File: config.mk
export PLATFORM = sky130hd
export DESIGN_NAME = sequence_ack_window_tracker
export DESIGN_NICKNAME = d
export VERILOG_FILES = /design/src/sawt_pkg.sv /design/src/sequence_ack_window_tracker.sv
export VERILOG_INCLUDE_DIRS = /design/src /design/src/src
export SDC_FILE = /design/constraint.sdc
export NUM_CORES = 1
export LEC_CHECK = 0
export ABC_AREA = 1
export BUFFER_PORTS_ARGS = -buffer_cell sky130_fd_sc_hd__buf_2
export CAP_MARGIN = 20
export CORE_MARGIN = 8
export CORE_UTILIZATION = 50
export CTS_BUF_LIST = sky130_fd_sc_hd__clkbuf_4
export DETAILED_ROUTE_END_ITERATION = 8
export PLACE_DENSITY = 0.66
export SKIP_LAST_GASP = 1
export SYNTH_ARGS = -nofsm -noshare
export SYNTH_HDL_FRONTEND = slang
export SYNTH_SLANG_ARGS = --single-unit
File: constraint.sdc
create_clock -name clk -period 7.3 [get_ports clk]
set_clock_uncertainty 0.05 [all_clocks]
set_input_delay 1.46 -clock clk [delete_from_list [all_inputs] [get_ports clk]]
set_output_delay 1.46 -clock clk [all_outputs]
set_load 0.05 [all_outputs]
File: src/sequence_ack_window_tracker_macros.svh
// Assertion macros for the sequence acknowledgement window tracker.
// No dependencies; included by the files that carry assertions.
`ifndef SEQUENCE_ACK_WINDOW_TRACKER_MACROS_SVH
`define SEQUENCE_ACK_WINDOW_TRACKER_MACROS_SVH

// Check that a condition implies another in the same cycle
`define SAWT_ASSERT_SAME(label, clk, rst, ante, cons, msg) \
  label: assert property (@(posedge clk) disable iff (rst) (ante) |-> (cons)) \
    else $error(msg);

// Check that a condition implies another in the next cycle
`define SAWT_ASSERT_NEXT(label, clk, rst, ante, cons, msg) \
  label: assert property (@(posedge clk) disable iff (rst) (ante) |=> (cons)) \
    else $error(msg);

`endif

File: src/sawt_pkg.sv
// Package for the sequence acknowledgement window tracker: request and
// result types, entry layout and fixed constants. No dependencies.
package sawt_pkg;

  localparam int unsigned SEQ_W     = 8;
  localparam int unsigned MASK_W    = 32;
  localparam int unsigned LINK_W    = 4;
  localparam int unsigned FLOOR_W   = 4;
  localparam int unsigned WINDOW    = 32;
  localparam int unsigned DROP_SPAN = 15;

  localparam logic [FLOOR_W-1:0] LOSS_FLOOR_RESET = 4'd2;

  typedef enum logic {
    MODE_PACKET = 1'b0,
    MODE_FORGET = 1'b1
  } mode_t;

  typedef struct packed {
    logic              mode;
    logic [LINK_W-1:0] link_index;
    logic              seq_valid;
    logic [SEQ_W-1:0]  sender_sequence;
  } req_t;

  typedef struct packed {
    logic [SEQ_W-1:0]   last_sequence;
    logic [MASK_W-1:0]  receive_mask;
    logic               entry_active;
    logic               late_packet;
    logic [SEQ_W-1:0]   missed_count;
    logic [FLOOR_W-1:0] loss_rate;
  } rsp_t;

  // One stored link entry
  typedef struct packed {
    logic              active;
    logic [MASK_W-1:0] mask;
    logic [SEQ_W-1:0]  seq;
  } entry_t;

endpackage

File: src/sequence_ack_window_tracker.sv
// Sequence acknowledgement window tracker, top level.
// Depends on sawt_pkg and sequence_ack_window_tracker_macros.svh.
//
//   channel | direction | handshake                 | payload
//   in      | input     | in_valid / in_stall       | in_req  (sawt_pkg::req_t)
//   out     | output    | out_valid / out_stall     | out_rsp (sawt_pkg::rsp_t)
//   cfg     | input     | cfg_wr_en, no wait        | cfg_wr_data (loss floor)
//
// A request is handled in order: the entry memory read is registered on
// acceptance, then update, write-back and result register load follow in
// the update state. After reset a clearing pass zeroes every entry; no
// request is accepted during it. A stalled result holds the update
// cycle, and with it the write-back, until the result register frees.
`include "sequence_ack_window_tracker_macros.svh"

module sequence_ack_window_tracker #(
  parameter int unsigned LINK_ENTRIES = 16
) (
  input  logic                          clk,
  input  logic                          rst,
  input  logic                          in_valid,
  output logic                          in_stall,
  input  sawt_pkg::req_t                in_req,
  output logic                          out_valid,
  input  logic                          out_stall,
  output sawt_pkg::rsp_t                out_rsp,
  input  logic                          cfg_wr_en,
  input  logic [sawt_pkg::FLOOR_W-1:0]  cfg_wr_data
);

  import sawt_pkg::*;

  localparam int unsigned IDX_W = (LINK_ENTRIES > 1) ? $clog2(LINK_ENTRIES) : 1;
  localparam logic [IDX_W-1:0] LAST_IDX = IDX_W'(LINK_ENTRIES - 1);

  typedef enum logic [1:0] {
    ST_CLEAR,
    ST_IDLE,
    ST_UPDATE
  } state_t;

  state_t             state;
  logic [IDX_W-1:0]   clr_addr;
  req_t               req;
  logic [IDX_W-1:0]   req_idx;
  logic [FLOOR_W-1:0] loss_floor;

  entry_t             mem [LINK_ENTRIES];
  entry_t             rd_word;

  logic               in_accept;
  logic [IDX_W-1:0]   in_idx;
  logic               out_free;
  logic               mem_we;
  logic [IDX_W-1:0]   mem_waddr;
  entry_t             mem_wdata;

  entry_t             upd_word;
  logic               upd_late;
  logic [SEQ_W-1:0]   upd_missed;
  logic [SEQ_W-1:0]   behind;
  logic [SEQ_W-1:0]   dist_m1;
  logic [MASK_W-1:0]  shifted;
  logic [FLOOR_W-1:0] ones;
  logic [FLOOR_W-1:0] drop_raw;
  rsp_t               rsp_next;

  assign in_stall  = (state != ST_IDLE);
  assign in_accept = in_valid && !in_stall;
  assign out_free  = !out_valid || !out_stall;

  // Fold the link index onto the entries present
  always_comb begin
    in_idx = '0;
    for (int i = 0; i < (1 << LINK_W); i++) begin
      if (in_req.link_index == LINK_W'(i)) begin
        in_idx = IDX_W'(i % LINK_ENTRIES);
      end
    end
  end

  // Hold the loss floor register
  always_ff @(posedge clk) begin
    if (rst) begin
      loss_floor <= LOSS_FLOOR_RESET;
    end else if (cfg_wr_en) begin
      loss_floor <= cfg_wr_data;
    end
  end

  // Update the entry read for the current request
  always_comb begin
    upd_word   = rd_word;
    upd_late   = 1'b0;
    upd_missed = '0;
    behind     = rd_word.seq - SEQ_W'(1) - req.sender_sequence;
    dist_m1    = req.sender_sequence - rd_word.seq - SEQ_W'(1);
    shifted    = {rd_word.mask[MASK_W-2:0], 1'b1};
    if (req.mode == MODE_FORGET) begin
      upd_word.active = 1'b0;
      upd_word.mask   = '0;
    end else if (req.seq_valid) begin
      if (!rd_word.active) begin
        upd_word.active = 1'b1;
        upd_word.seq    = req.sender_sequence;
      end else if (behind < SEQ_W'(WINDOW)) begin
        upd_word.mask = rd_word.mask | (MASK_W'(1) << behind[4:0]);
        upd_late      = 1'b1;
      end else begin
        // Advance the window; a repeated sequence wraps to a full turn
        upd_word.mask = (dist_m1 < SEQ_W'(WINDOW)) ? (shifted << dist_m1[4:0]) : '0;
        upd_word.seq  = req.sender_sequence;
        upd_missed    = dist_m1;
      end
    end
  end

  // Build the result from the updated entry
  always_comb begin
    ones     = FLOOR_W'($countones(upd_word.mask[DROP_SPAN-1:0]));
    drop_raw = FLOOR_W'(DROP_SPAN) - ones;
    rsp_next.last_sequence = upd_word.active ? upd_word.seq : '0;
    rsp_next.receive_mask  = upd_word.mask;
    rsp_next.entry_active  = upd_word.active;
    rsp_next.late_packet   = upd_late;
    rsp_next.missed_count  = upd_missed;
    rsp_next.loss_rate     = (drop_raw <= loss_floor) ? '0 : drop_raw;
  end

  // Select the memory write: clearing pass or write-back
  always_comb begin
    mem_we    = (state == ST_CLEAR) || ((state == ST_UPDATE) && out_free);
    mem_waddr = (state == ST_CLEAR) ? clr_addr : req_idx;
    mem_wdata = (state == ST_CLEAR) ? '0 : upd_word;
  end

  // Entry memory, one write and one registered read
  always_ff @(posedge clk) begin
    if (mem_we) begin
      mem[mem_waddr] <= mem_wdata;
    end
    if (in_accept) begin
      rd_word <= mem[in_idx];
    end
  end

  // Sequence the clearing pass, requests and the result register
  always_ff @(posedge clk) begin
    if (rst) begin
      state     <= ST_CLEAR;
      clr_addr  <= '0;
      out_valid <= 1'b0;
    end else begin
      // Load a fresh result, or drop the one just taken
      if ((state == ST_UPDATE) && out_free) begin
        out_valid <= 1'b1;
      end else if (out_valid && !out_stall) begin
        out_valid <= 1'b0;
      end
      unique case (state)
        ST_CLEAR: begin
          clr_addr <= clr_addr + IDX_W'(1);
          if (clr_addr == LAST_IDX) begin
            state <= ST_IDLE;
          end
        end
        ST_IDLE: begin
          if (in_accept) begin
            req     <= in_req;
            req_idx <= in_idx;
            state   <= ST_UPDATE;
          end
        end
        ST_UPDATE: begin
          if (out_free) begin
            out_rsp <= rsp_next;
            state   <= ST_IDLE;
          end
        end
        default: begin
          state <= ST_CLEAR;
        end
      endcase
    end
  end

  `SAWT_ASSERT_NEXT(a_accept_to_update, clk, rst, in_accept, state == ST_UPDATE, "no update")
  `SAWT_ASSERT_SAME(a_result_from_update, clk, rst, $rose(out_valid), $past(state) == ST_UPDATE, "stray result")
  `SAWT_ASSERT_NEXT(a_writeback_matches, clk, rst, (state == ST_UPDATE) && out_free, out_rsp.receive_mask == $past(mem_wdata.mask), "mask differs")
  `SAWT_ASSERT_NEXT(a_clear_advances, clk, rst, (state == ST_CLEAR) && (clr_addr != LAST_IDX), clr_addr == $past(clr_addr) + IDX_W'(1), "clear skipped")

endmodule
==> out/qor.yml <==
setup_path:
  crit_top_cell: "nand2_1"
  max_stage_delay_ps: 530
  slowest_stage: "fa_1"
  r2r_end: "out_rsp[1]"
  r2r_setup_slack_ps: 420
  reg2regPathDepth: 35
  arrival_ps: 7640
  crit_type: "reg -> reg"
  cp_max_fo: 9
  crit_path_start_kind: "flip-flop"
  endpoint_kind: "flip-flop"
  cp.required_ps: 8070
  reg2reg_from: "req[1]"
routing:
  via_per_inst: 5.94
  dr_wl_met3_mm: 8.15
  highest_layer: "met4"
  route.vias.total: 24200
  wl_per_cell_um: 23.8
  wl_met2_mm: 46.3
  drt-total-wl_mm: 96.9
  dr.first_iter.drc_count: 2455
  ant_nets: 0
  wl_met1_mm: 39.7
  firstDrtPassIters: 8
  drc: 0
yosys:
  syn_inst: 2907
  ys_ff_latch: 776
  yosysWarnings: 0
  yosysTopAreaCell: "edfxtp_1"
  ys.flop_type: "edfxtp_1"
  yosysSeqAreaShare_pct: 67.8
  synthTopCellsByCount: "765 x edfxtp_1, 373 x nand2_1, 345 x nor2_1, 312 x o21ai_0, 267 x nand3_1"
  synth_cell_types: 43
  synthesis.nets: 2970
  synth_top_area_share_pct: 67.2
  synth.most_common_cell: "edfxtp_1"
  syn_area_mm2: 0.0342
  postSynthAreaPerCell_um2: 11.8
  async_flop_share_pct: 0
  synth_area_leaders: "edfxtp_1 67%, o21ai_0 4.6%, nand2_1 4.1%"
  synth_enable_flop_cells: 765
place:
  post-place-ws_ps: 359
  hpwl_mm: 58.4
  gp_congestion: 0.956
  portBuffers: 78
  dp_cells: 3750
min_path:
  holdPathEnd: "loss_floor[2]"
  holdCritPathClass: "reg -> reg"
  min_from: "loss_floor[2]"
  hold_depth: 2
floorplan:
  io_pins: 79
  dieArea_mm2: 0.0770
  die_y_um: 277
  core_area_mm2: 0.0681
  start_util_pct: 50.2
  fp-row-count: 96
  fp.dieW_um: 277
clock_tree:
  cts_root_buf: "clkbuf_4"
  cts_tree: "done"
  htree_levels: 4
  clkSinkCount: 776
  clkLatencyLatePin_ps: 1080
  numCtsBuffers: 192
  clk_path_buf_depth: 3
  clk_pin_slew_worst_paths_ps: 80
final_layout:
  drive_gt1_share_pct: 20.7
  fin_cells: 4078
  area_growth_syn_to_layout_pct: 11.6
  utilization_pct: 56.0
  nets: 3128
timing:
  finalHoldViolCount: 0
  fin_crit_ps: 6880
  max_slew_margin_pct: 23.6
  fin_ws_ps: 422
  min_period_over_period_pct: 94.2
  timing.fmax_ghz: 0.145
  slew_violations: 0
  hold_ws_ps: 429
  worstMarginPinSlew_ps: 1150
  setup_viol: 0
status:
  status: "complete, no violations"
power:
  ir_drop_mv: 0.142
  total_power_mw: 8.88
  seq_power_share_pct: 55.7
  switchingPower_mw: 2.05
  p_leak_nw: 13.6
  switching_share_pct: 23.1
  p_clk_share_pct: 39.5
  p_per_area_mw_per_mm2: 233
  p_comb_share_pct: 4.8
  p_int_mw: 6.83
grt:
  first_global_vias: 23600
  antenna_found_initial: 4
  grt_max_degree: 163
  gr-total-overflow: 0
  grt_util_all_layers_pct: 24.7
  grt_pass1_wl_mm: 145
flow_run:
  max-cap-violations: 0
==> worst max-delay path, delay by kind of cell (launching register included) <==
family,cells,cell delay [ps]
adder cells (fa/ha/maj),9,3050
AO/OA/AOI/OAI,2,210
XOR/XNOR,2,380
buffers and inverters,6,630
AND/OR/NAND/NOR,16,1770
flip-flops,1,520
==> sequential cells by signal (all words and copies together) (netlist names) <==
name	count
mem	656
loss_floor	4
rd_word	41
req	10
clr_addr	4
state	2
req_idx	4
out_valid	1
out_rsp	54
==> layout by cell type, fill, tap and decap left out, types with 7 or more instances in the layout <==
cell type and instances:
edfxtp_1 765, nand2_1 372, nor2_1 326, o21ai_0 311, clkbuf_4 277, nand3_1 267
inv_1 146, o221ai_1 130, or2_2 127, buf_2 75, buf_4 63, o211ai_1 45
ha_1 30, o32ai_1 25, clkinv_1 24, nor2_4 19, nand2_2 18, a21oi_1 18
o21ai_1 13, mux2i_1 13, dfxtp_1 11, o21ai_2 10, fa_1 9, nor2_2 8
inv_2 8, nand4_1 7
==> worst max-delay path by stage <==
stage / startpoint / to / cells after the start
6_report: req[1] / out_rsp[1] / 35
5_1_grt: req[0] / out_rsp[1] / 35
4_1_cts: req[0] / out_rsp[2] / 35
3_5_place_dp: req[0] / out_rsp[3] / 35
3_3_place_gp: req[0] / out_rsp[3] / 34
2_1_floorplan: req[0] / out_rsp[3] / 36
==> power groups by stage <==
stage,Clock [mW],Combinational [mW],Sequential (mW)
after CTS,3.59,0.421,4.95
after global routing,3.81,0.458,4.95
after detailed placement,0,0.419,5.05
after global placement,0,0.401,5.04
after floorplan,0,0.259,5.04
final,3.51,0.426,4.95
==> final cells by class <==
type | count | area (um2)
clock buffers | 277 | 2080
repair buffers | 156 | 1190
diodes | 6 | 15.0
fillers | 5722 | 29900
multi-input cells | 1781 | 9690
flip-flops and latches | 776 | 23200
inverters | 158 | 606
well taps | 882 | 1100
clock inverters | 42 | 285
==> cells by family after synthesis <==
logic type	after synthesis	share of synthesized area [%]
AND/OR/NAND/NOR	1161	15.2
multiplexers	13	0.381
flip-flops	776	67.8
adder cells (fa/ha/maj)	40	1.68
buffers and inverters	350	4.33
AO/OA/AOI/OAI	562	10.4
XOR/XNOR	5	0.150
==> metal layers <==
metal,up-vias,GRT usage [%]
met3,191,5.44
li1,11000,-
met1,12000,32.7
met2,1113,39.8
met5,-,0
met4,0,9.30
==> stage by stage <==
step | setup TNS [ps] | cell area, um2
after global routing | -5.18 | 38200
after global placement | 0 | 35500
after floorplan | 0 | 34200
after detailed placement | 0 | 35700
after CTS | 0 | 38100
final | 0 | 38200
==> what timing repair did <==
action / 4_1_cts / 5_1_grt
endpoints found under the setup margin: 0 / 4
hold buffers: 0 / 0
resized for setup: 0 / 9
setup buffers: 0 / 1
No activity file was read; power rests on OpenSTA's default activity.
